===== config.mk =====
export PLATFORM = sky130hd
export DESIGN_NAME = argb_porter_duff_blend_top
export DESIGN_NICKNAME = d
export VERILOG_FILES = /design/src/hw/rtl/apdb_pkg.sv /design/src/hw/rtl/argb_porter_duff_blend_top.sv /design/src/hw/rtl/apdb_front.sv /design/src/hw/rtl/apdb_queue.sv /design/src/hw/rtl/apdb_back.sv
export SDC_FILE = /design/constraint.sdc
export NUM_CORES = 2
export LEC_CHECK = 0
export BUFFER_PORTS_ARGS = -buffer_cell sky130_fd_sc_hd__buf_2
export CORE_ASPECT_RATIO = 1.1
export CORE_UTILIZATION = 38
export CTS_CLUSTER_SIZE = 25
export DETAILED_ROUTE_END_ITERATION = 8
export PLACE_DENSITY = 0.62
export SYNTH_ARGS = -nofsm -noshare
export SYNTH_HDL_FRONTEND = slang
export SYNTH_SLANG_ARGS = --single-unit

===== constraint.sdc =====
create_clock -name clk -period 9.65 [get_ports clk]
set_clock_uncertainty 0.2 [all_clocks]
set_input_delay 2.4125 -clock clk [delete_from_list [all_inputs] [get_ports clk]]
set_output_delay 2.4125 -clock clk [all_outputs]
set_load 0.03 [all_outputs]

===== src/hw/rtl/apdb_pkg.sv =====
`timescale 1ns / 1ps

package apdb_pkg;

  typedef enum logic [3:0] {
    MODE_SRC_OVER = 4'd0,
    MODE_SRC_ATOP = 4'd1,
    MODE_SRC_IN   = 4'd2,
    MODE_SRC_OUT  = 4'd3,
    MODE_DST_ATOP = 4'd4,
    MODE_DST_IN   = 4'd5,
    MODE_DST_OUT  = 4'd6,
    MODE_DST_OVER = 4'd7,
    MODE_LIGHTER  = 4'd8,
    MODE_COPY     = 4'd9,
    MODE_XOR      = 4'd10
  } mode_t;

  localparam int NUM_CH    = 3;
  localparam int DIV_STEPS = 8;
  // accept edge to result strobe, in edges
  localparam int LATENCY   = 13;

  // one classified pixel handed from front to back
  typedef struct packed {
    logic                          blend;
    logic [31:0]                   plain_pix;
    logic [8:0]                    fa;
    logic signed [NUM_CH-1:0][17:0] num;
  } entry_t;

  // one divider stage
  typedef struct packed {
    logic                    blend;
    logic [31:0]             plain_pix;
    logic [8:0]              fa;
    logic [NUM_CH-1:0][16:0] rem;
    logic [NUM_CH-1:0][7:0]  quo;
    logic [NUM_CH-1:0]       sat;
  } stage_t;

  // queue status toward the front
  typedef struct packed {
    logic full;
    logic empty;
  } q_stat_t;

endpackage


===== src/hw/rtl/argb_porter_duff_blend_top.sv =====
`timescale 1ns / 1ps

// channel  | handshake              | payload
// ---------+------------------------+---------------------------------------
// input    | start / busy           | in_src_color, in_coverage, in_dst_pixel
// result   | out_valid (strobe)     | out_new_pixel
// config   | cfg_valid / cfg_ready  | cfg_composite_mode
//
// one pixel per clock, sustained; the strobe is registered along this path after the transfer:
// 2 front stages, queue, divider load, 8 quotient stages, output register
// rst_n is synchronous; it clears the mode register and all valid flags
// the receiver cannot stall: the back end drains the queue every cycle,
// so busy stays low and cfg_ready stays high

module argb_porter_duff_blend_top (
  input  logic        clk,
  input  logic        rst_n,
  input  logic        start,
  output logic        busy,
  input  logic [31:0] in_src_color,
  input  logic [7:0]  in_coverage,
  input  logic [31:0] in_dst_pixel,
  output logic        out_valid,
  output logic [31:0] out_new_pixel,
  input  logic        cfg_valid,
  output logic        cfg_ready,
  input  logic [3:0]  cfg_composite_mode
);

  logic              acc;
  logic              push;
  apdb_pkg::entry_t  push_entry;
  apdb_pkg::entry_t  head;
  apdb_pkg::q_stat_t qstat;
  logic              pop;

  // the queue only fills if the back end ever stalls, which it never does
  assign busy      = qstat.full;
  assign cfg_ready = 1'b1;
  assign acc       = start && !busy;

  // front: coverage scaling, alpha gating, mode classification, products
  apdb_front u_front (
    .clk        (clk),
    .rst_n      (rst_n),
    .acc        (acc),
    .src_color  (in_src_color),
    .coverage   (in_coverage),
    .dst_pixel  (in_dst_pixel),
    .cfg_we     (cfg_valid && cfg_ready),
    .cfg_mode   (cfg_composite_mode),
    .push       (push),
    .push_entry (push_entry)
  );

  // decoupling queue, popped whenever it holds an entry
  assign pop = !qstat.empty;

  apdb_queue u_queue (
    .clk        (clk),
    .rst_n      (rst_n),
    .push       (push),
    .push_entry (push_entry),
    .pop        (pop),
    .head       (head),
    .stat       (qstat)
  );

  // back: pipelined divide with clamp, then the output register
  apdb_back u_back (
    .clk       (clk),
    .rst_n     (rst_n),
    .in_vld    (pop),
    .entry     (head),
    .out_valid (out_valid),
    .out_pixel (out_new_pixel)
  );

endmodule


===== src/hw/rtl/apdb_front.sv =====
`timescale 1ns / 1ps

module apdb_front (
  input  logic                clk,
  input  logic                rst_n,
  input  logic                acc,
  input  logic [31:0]         src_color,
  input  logic [7:0]          coverage,
  input  logic [31:0]         dst_pixel,
  input  logic                cfg_we,
  input  logic [3:0]          cfg_mode,
  output logic                push,
  output apdb_pkg::entry_t    push_entry
);

  apdb_pkg::mode_t mode_r;

  // stage 1
  logic            v1_r;
  logic [31:0]     src1_r, dst1_r;
  logic [15:0]     aprod1_r;
  apdb_pkg::mode_t mode1_r;

  // stage 2
  logic        v2_r;
  logic        blend2_r;
  logic [31:0] plain2_r;
  logic [7:0]  sa2_r, da2_r;
  logic [15:0] faprod2_r;
  logic [apdb_pkg::NUM_CH-1:0][15:0]        ps2_r;
  logic signed [apdb_pkg::NUM_CH-1:0][17:0] pd2_r;

  logic [7:0] sa_raw, da_raw, sa_g, da_g;
  logic       s, d;
  logic [31:0] plain_nxt;
  logic       blend_nxt;
  logic [8:0] sum9;
  logic signed [8:0] adiff;

  always_ff @(posedge clk) begin
    if (!rst_n) begin
      mode_r <= apdb_pkg::MODE_SRC_OVER;
    end else if (cfg_we) begin
      mode_r <= apdb_pkg::mode_t'(cfg_mode);
    end
  end

  always_ff @(posedge clk) begin
    if (!rst_n) begin
      v1_r <= 1'b0;
      v2_r <= 1'b0;
    end else begin
      v1_r <= acc;
      v2_r <= v1_r;
    end
  end

  // coverage scaling of source alpha
  always_ff @(posedge clk) begin
    src1_r   <= src_color;
    dst1_r   <= dst_pixel;
    mode1_r  <= mode_r;
    aprod1_r <= 16'((9'(src_color[31:24]) + 9'd1) * 9'(coverage));
  end

  assign sa_raw = aprod1_r[15:8];
  assign da_raw = dst1_r[31:24];
  assign s = (sa_raw != 8'd0);
  assign d = (da_raw != 8'd0);

  // alpha gating per mode
  always_comb begin
    sa_g = sa_raw;
    da_g = da_raw;
    unique case (mode1_r)
      apdb_pkg::MODE_SRC_ATOP: begin
        if (!(s && d)) begin
          sa_g = 8'd0;
          if (!d) da_g = 8'd0;
        end
      end
      apdb_pkg::MODE_SRC_IN: begin
        if (!(s && d)) begin sa_g = 8'd0; da_g = 8'd0; end
      end
      apdb_pkg::MODE_SRC_OUT: begin
        if (!(s && !d)) begin sa_g = 8'd0; da_g = 8'd0; end
      end
      apdb_pkg::MODE_DST_ATOP: begin
        if (s && d) sa_g = 8'd0;
        else if (s) da_g = 8'd0;
        else begin sa_g = 8'd0; da_g = 8'd0; end
      end
      apdb_pkg::MODE_DST_IN: begin
        sa_g = 8'd0;
        if (!(s && d)) da_g = 8'd0;
      end
      apdb_pkg::MODE_DST_OUT: begin
        sa_g = 8'd0;
        if (!(!s && d)) da_g = 8'd0;
      end
      apdb_pkg::MODE_DST_OVER: begin
        sa_g = 8'd0;
        if (!d) da_g = 8'd0;
      end
      apdb_pkg::MODE_COPY: da_g = 8'd0;
      default: ;
    endcase
  end

  always_comb begin
    plain_nxt = {sa_g, src1_r[23:0]};
    blend_nxt = 1'b0;
    sum9      = 9'd0;
    case (mode1_r)
      apdb_pkg::MODE_LIGHTER: begin
        for (int c = 0; c < apdb_pkg::NUM_CH; c++) begin
          sum9 = 9'(src1_r[c*8 +: 8]) + 9'(dst1_r[c*8 +: 8]);
          plain_nxt[c*8 +: 8] = sum9[8] ? 8'hFF : sum9[7:0];
        end
      end
      apdb_pkg::MODE_XOR: plain_nxt[23:0] = src1_r[23:0] ^ dst1_r[23:0];
      default: blend_nxt = (da_g != 8'd0) && (sa_g != 8'hFF);
    endcase
  end

  assign adiff = $signed(9'(da_g)) - $signed(9'(sa_g));

  always_ff @(posedge clk) begin
    blend2_r  <= blend_nxt;
    plain2_r  <= plain_nxt;
    sa2_r     <= sa_g;
    da2_r     <= da_g;
    faprod2_r <= 16'((9'(da_g) + 9'd1) * 9'(sa_g));
    for (int c = 0; c < apdb_pkg::NUM_CH; c++) begin
      ps2_r[c] <= 16'(src1_r[c*8 +: 8]) * 16'(sa_g);
      pd2_r[c] <= 18'($signed({1'b0, dst1_r[c*8 +: 8]}) * adiff);
    end
  end

  always_comb begin
    push                 = v2_r;
    push_entry.blend     = blend2_r;
    push_entry.plain_pix = plain2_r;
    push_entry.fa        = 9'(da2_r) + 9'(sa2_r) - 9'(faprod2_r[15:8]);
    for (int c = 0; c < apdb_pkg::NUM_CH; c++) begin
      push_entry.num[c] = $signed({2'b00, ps2_r[c]}) + pd2_r[c];
    end
  end

endmodule


===== src/hw/rtl/apdb_queue.sv =====
`timescale 1ns / 1ps

module apdb_queue (
  input  logic              clk,
  input  logic              rst_n,
  input  logic              push,
  input  apdb_pkg::entry_t  push_entry,
  input  logic              pop,
  output apdb_pkg::entry_t  head,
  output apdb_pkg::q_stat_t stat
);

  apdb_pkg::entry_t mem_r [2];
  logic       wr_ptr_r, rd_ptr_r;
  logic [1:0] cnt_r, cnt_nxt;

  always_comb begin
    cnt_nxt = cnt_r;
    if (push && !pop) cnt_nxt = cnt_r + 2'd1;
    else if (!push && pop) cnt_nxt = cnt_r - 2'd1;
  end

  always_ff @(posedge clk) begin
    if (!rst_n) begin
      wr_ptr_r <= 1'b0;
      rd_ptr_r <= 1'b0;
      cnt_r    <= 2'd0;
    end else begin
      if (push) wr_ptr_r <= ~wr_ptr_r;
      if (pop)  rd_ptr_r <= ~rd_ptr_r;
      cnt_r <= cnt_nxt;
    end
  end

  always_ff @(posedge clk) begin
    if (push) mem_r[wr_ptr_r] <= push_entry;
  end

  assign head       = mem_r[rd_ptr_r];
  assign stat.full  = (cnt_r == 2'd2);
  assign stat.empty = (cnt_r == 2'd0);

endmodule


===== src/hw/rtl/apdb_back.sv =====
`timescale 1ns / 1ps

module apdb_back (
  input  logic             clk,
  input  logic             rst_n,
  input  logic             in_vld,
  input  apdb_pkg::entry_t entry,
  output logic             out_valid,
  output logic [31:0]      out_pixel
);

  localparam int NS = apdb_pkg::DIV_STEPS;

  apdb_pkg::stage_t stg_r [NS+1];
  logic [NS:0]      vld_r;
  apdb_pkg::stage_t stg0_nxt;
  logic             ov_r;
  logic [31:0]      opix_r;
  logic [31:0]      opix_nxt;

  // load: clamp non-positive numerators to zero, flag quotient overflow
  always_comb begin
    stg0_nxt.blend     = entry.blend;
    stg0_nxt.plain_pix = entry.plain_pix;
    stg0_nxt.fa        = entry.fa;
    for (int c = 0; c < apdb_pkg::NUM_CH; c++) begin
      stg0_nxt.quo[c] = 8'd0;
      if ($signed(entry.num[c]) > 18'sd0) begin
        stg0_nxt.rem[c] = entry.num[c][16:0];
        stg0_nxt.sat[c] = (entry.num[c][16:0] >= {entry.fa, 8'h00});
      end else begin
        stg0_nxt.rem[c] = 17'd0;
        stg0_nxt.sat[c] = 1'b0;
      end
    end
  end

  always_ff @(posedge clk) begin
    if (!rst_n) vld_r[0] <= 1'b0;
    else        vld_r[0] <= in_vld;
    stg_r[0] <= stg0_nxt;
  end

  // one restoring quotient bit per stage
  for (genvar k = 0; k < NS; k++) begin : g_div
    apdb_pkg::stage_t nxt;
    logic [16:0]      dsh;

    assign dsh = 17'({stg_r[k].fa, 8'h00} >> (k + 1));

    always_comb begin
      nxt = stg_r[k];
      for (int c = 0; c < apdb_pkg::NUM_CH; c++) begin
        if (stg_r[k].rem[c] >= dsh) begin
          nxt.rem[c]           = stg_r[k].rem[c] - dsh;
          nxt.quo[c][NS-1-k]   = 1'b1;
        end
      end
    end

    always_ff @(posedge clk) begin
      if (!rst_n) vld_r[k+1] <= 1'b0;
      else        vld_r[k+1] <= vld_r[k];
      stg_r[k+1] <= nxt;
    end
  end

  always_comb begin
    if (stg_r[NS].blend) begin
      opix_nxt[31:24] = stg_r[NS].fa[8] ? 8'hFF : stg_r[NS].fa[7:0];
      for (int c = 0; c < apdb_pkg::NUM_CH; c++) begin
        opix_nxt[c*8 +: 8] = stg_r[NS].sat[c] ? 8'hFF : stg_r[NS].quo[c];
      end
    end else begin
      opix_nxt = stg_r[NS].plain_pix;
    end
  end

  always_ff @(posedge clk) begin
    if (!rst_n) ov_r <= 1'b0;
    else        ov_r <= vld_r[NS];
    opix_r <= opix_nxt;
  end

  assign out_valid = ov_r;
  assign out_pixel = opix_r;

endmodule


==> impl_summary.md <==
Timing
The hold violation count in the final report came to 0. The clock period minus final worst setup slack is between 9 and 10 ns. Setup violations remaining at the end of the flow were counted as 0. Setup repair after global routing left no endpoint under its margin. Setup total negative slack on the finished layout was measured at 0 ns. The maximum clock frequency is 0.1108 GHz. At the pin with the least slew margin, the transition time is 1.309 ns. The final setup slack of the worst path is 0.6214 ns. The number of pins exceeding their max-slew limit in the final report is 0. In the finished design, the share of the clock period the worst path needs comes to 0.9356.

The headroom to the max-slew limit is 0.1275.

Routing
The detail-routed via count per cell is 4.871. In the detailed route, the total length drawn on met3 is between 6000 and 7000 µm. The remaining routing DRC violations is 0. The total via count in the routed design is 43.52k. For this block, wires on met1 add up to 66910 µm. After detailed routing, the average wire length per cell comes to 17.68 µm. After detailed routing, the total wire length is between 150000 and 200000 µm. The number of detailed-routing iterations run before antenna repair is 5. The routed length on met2 is 79550 µm. The count of routing violations after the opening detailed-route iteration is 2408. The count of nets left with antenna violations once routing finished came out at 0. After detailed routing, no signal wire sits above met5.

Synth
In the synthesized netlist the async set-or-reset flop fraction comes to 0. Counting flops and latches in the post-synthesis netlist gives 1385. The total nets after synthesis is 7485. For this run, the number of Yosys warnings is 0. The mapped cell area is approximately 67000 µm². The sequential share of the synthesized area is 0.4412. Among all flip-flop cells after synthesis, the most frequent one is sky130_fd_sc_hd__dfxtp_1. The count of unique library cells instantiated by Yosys is 81.

After synthesis, the mean cell area works out to about 11 µm². The post-synthesis cell count is roughly 6.4k. The count of flip-flops with a built-in enable after synthesis is 192.

Place
The instance count after placement with tap cells included is 8678. The count of input and output buffers is 113. Prior to clock tree synthesis, the placed netlist has a worst setup slack of 0.5442 ns. At the end of routability-driven placement, the weighted congestion stood at 0.8994. After legalization and detailed placement, the total HPWL measured around 120000 µm.

Critical path
The slowest stage of the critical path is the sky130_fd_sc_hd__dfxtp_1 cell. Data arrives at the worst endpoint at 9.49 ns. The endpoint class of the critical path is a flip-flop.

The endpoint required time on the critical path is 10.11 ns. The register-to-register setup slack is 0.62 ns. The type of the worst setup path is flip-flop to flip-flop.

The sort of element at the start of the critical path is a flip-flop. The peak per-stage delay on the critical path is 0.54 ns. The worst-path maximum fanout is 17. By instance count, the cell type seen most on the critical path is sky130_fd_sc_hd__fa_1.

Clock tree
After clock tree synthesis, the clock-pin slew on the worst setup and hold paths is 0.06 ns. Clock tree synthesis found a total of 1385 sinks. The buffer levels on the longest clock path is 3. The total number of H-tree levels is 4.

For this design, the CTS-stage hold fixing added 0 buffers. The root buffer selected by CTS is sky130_fd_sc_hd__clkbuf_16. The setup fix buffers added after clock tree synthesis is 0.

The latest clock arrival within the worst-skew pair is approximately 0.78 ns. TritonCTS built the clock tree. Clock tree synthesis inserted a total of 140 buffers.

Cells and area
The layout-stage area growth over the synthesis result is 12.28%. The final-layout fill cell count is 16.55k. The ratio of cells with drive above 1 in the final layout is 0.07577. The library cell used most frequently in the layout, excluding fill and tap cells, is sky130_fd_sc_hd__dfxtp_1. The number of nets in the final layout is 7638. Measured on the finished design, the core utilization comes to 0.4305. The area occupied by multi-input gates is 34290 µm².

The area taken by flip-flops and latches is 29650 µm². For this run, the number of standard cells in the final layout without fillers is 8935. In the layout the commonest cells are sky130_fd_sc_hd__dfxtp_1, sky130_fd_sc_hd__inv_1, sky130_fd_sc_hd__ha_1, sky130_fd_sc_hd__nor2_1, sky130_fd_sc_hd__nand2_1.

Global route
The initial antenna violation count is 7. Across every metal layer, demand over resource in global routing totals 0.1766. The first global-routing pass estimated 246700 µm of wire. The via count of the first global-routing pass is ~44k. Entering global routing, the biggest net connects 70 pins.

The total overflow reported by the global router is 0.

Outcome
The flow ran to the end, and the final reports show no timing, DRC or antenna violations.

Min path
The kind of path behind the tightest hold check is flip-flop to flip-flop.

Die
After floorplanning, the core was sized to cover 175300 µm². Pin placement for this block handled around 120 I/O pins. The initial standard-cell utilization of the core is 0.3835. The number of cell rows is 161.

The chip width is around 400 µm. The die is 443.1 µm tall. The floorplan step defined a die boundary enclosing 178500 µm².

Job
Across the run, the number of max-cap violations was 0.
-- logic make-up after synthesis --
group | after synthesis | synth area share
muxes | 135 | 0.02152
adders and majority gates | 1020 | 0.2293
buffers and inverters | 876 | 0.04906
and+or+nand+nor | 1715 | 0.1267
AOI/OAI and AO/OA | 890 | 0.08488
DFF | 1385 | 0.4412
other | 1 | 0.00005580
xor gates and xnor gates | 363 | 0.04731
-- cell usage after synthesis, types with 23 or more instances --
library cell,number,area share
sky130_fd_sc_hd__inv_1,734,0.041
sky130_fd_sc_hd__nor2_1,464,0.026
sky130_fd_sc_hd__and3_1,108,0.010
sky130_fd_sc_hd__a211oi_1,26,0.0029
sky130_fd_sc_hd__or2_2,25,0.0023
sky130_fd_sc_hd__nand4_1,43,0.0040
sky130_fd_sc_hd__nand2_1,410,0.023
sky130_fd_sc_hd__mux2_2,74,0.012
sky130_fd_sc_hd__a21o_1,88,0.0098
sky130_fd_sc_hd__a21boi_0,57,0.0064
sky130_fd_sc_hd__a21oi_1,281,0.021
sky130_fd_sc_hd__ha_1,667,0.12
sky130_fd_sc_hd__o21ai_0,181,0.013
sky130_fd_sc_hd__o22a_1,28,0.0036
sky130_fd_sc_hd__nor3_1,78,0.0058
sky130_fd_sc_hd__dfxtp_1,1193,0.36
sky130_fd_sc_hd__fa_1,353,0.11
sky130_fd_sc_hd__mux2i_1,59,0.0088
sky130_fd_sc_hd__xor2_1,117,0.015
sky130_fd_sc_hd__xnor2_1,246,0.032
sky130_fd_sc_hd__nor4_1,58,0.0054
sky130_fd_sc_hd__edfxtp_1,192,0.086
sky130_fd_sc_hd__nand2b_1,85,0.0079
sky130_fd_sc_hd__nand3_1,65,0.0048
sky130_fd_sc_hd__nor2b_1,110,0.010
sky130_fd_sc_hd__clkbuf_1,110,0.0061
sky130_fd_sc_hd__o211ai_1,23,0.0026
sky130_fd_sc_hd__and2_1,196,0.018
sky130_fd_sc_hd__buf_1,26,0.0015
sky130_fd_sc_hd__o21a_1,53,0.0059
-- state kept, by name, indices dropped and copies added, names as in the netlist, 2 cells and up, named ones only --
register,cells
u_front.ps2_r,48
u_front.mode1_r,4
u_back.vld_r,9
u_queue.cnt_r,2
u_front.src1_r,24
u_queue.mem_r,192
u_front.faprod2_r,8
u_front.plain2_r,32
u_front.aprod1_r,8
u_front.mode_r,4
u_back.stg_r,921
u_front.pd2_r,54
u_front.da2_r,8
u_back.out_pixel,32
u_front.dst1_r,32
-- per-stage QoR --
stage | hold slack, ns | instance area [µm²]
global route | 0.09013 | 75450
CTS | 0.08668 | 75450
global placement | 0.1099 | 70400
detailed placement | 0.1121 | 70400
floorplan | 0.1096 | 67210
finish | 0.09013 | 75460
-- metal layers --
metal  up-vias  GRT usage
li1      21590          -
met1     20770     0.2142
met2       891     0.3168
met3       270    0.02588
met4         4    0.05999
met5         -          0
-- final timing paths --
check / cells past startpoint / end / startpoint
max: 35 / u_front.pd2_r[35] / u_front.aprod1_r[11]
min: 0 / u_back.stg_r[0][719] / u_back.stg_r[0][599]
max reg2reg: 35 / u_front.pd2_r[35] / u_front.aprod1_r[11]
min reg2reg: 0 / u_back.stg_r[0][719] / u_back.stg_r[0][599]
-- cell type report --
type / count / area share
tap: 2282 / 0.03784
timing repair buffer: 150 / 0.01118
multi-input combinational: 4124 / 0.4544
clock buffer: 185 / 0.05203
sequential: 1385 / 0.3930
clock inverter: 71 / 0.01489
inverter: 737 / 0.03666
antenna: 1 / 0.00003316
-- what timing repair did --
| action | CTS | global route |
|---|---|---|
| hold endpoints to repair | 0 | 0 |
| resized for setup | 0 | 1 |
| endpoints found under the setup margin | 0 | 3 |
-- critical path: cells and delay by family (launching register included) --
family | cells | cell delay (ns)
fa+ha+maj | 7 | 3.04
compound gates | 13 | 2.57
simple gates | 8 | 1.54
buf+inv | 5 | 0.56
flops | 1 | 0.54
xor+xnor | 2 | 0.49
Power is not shown: default switching activity piles up to over one toggle a cycle in this logic, so the estimate is an artifact.
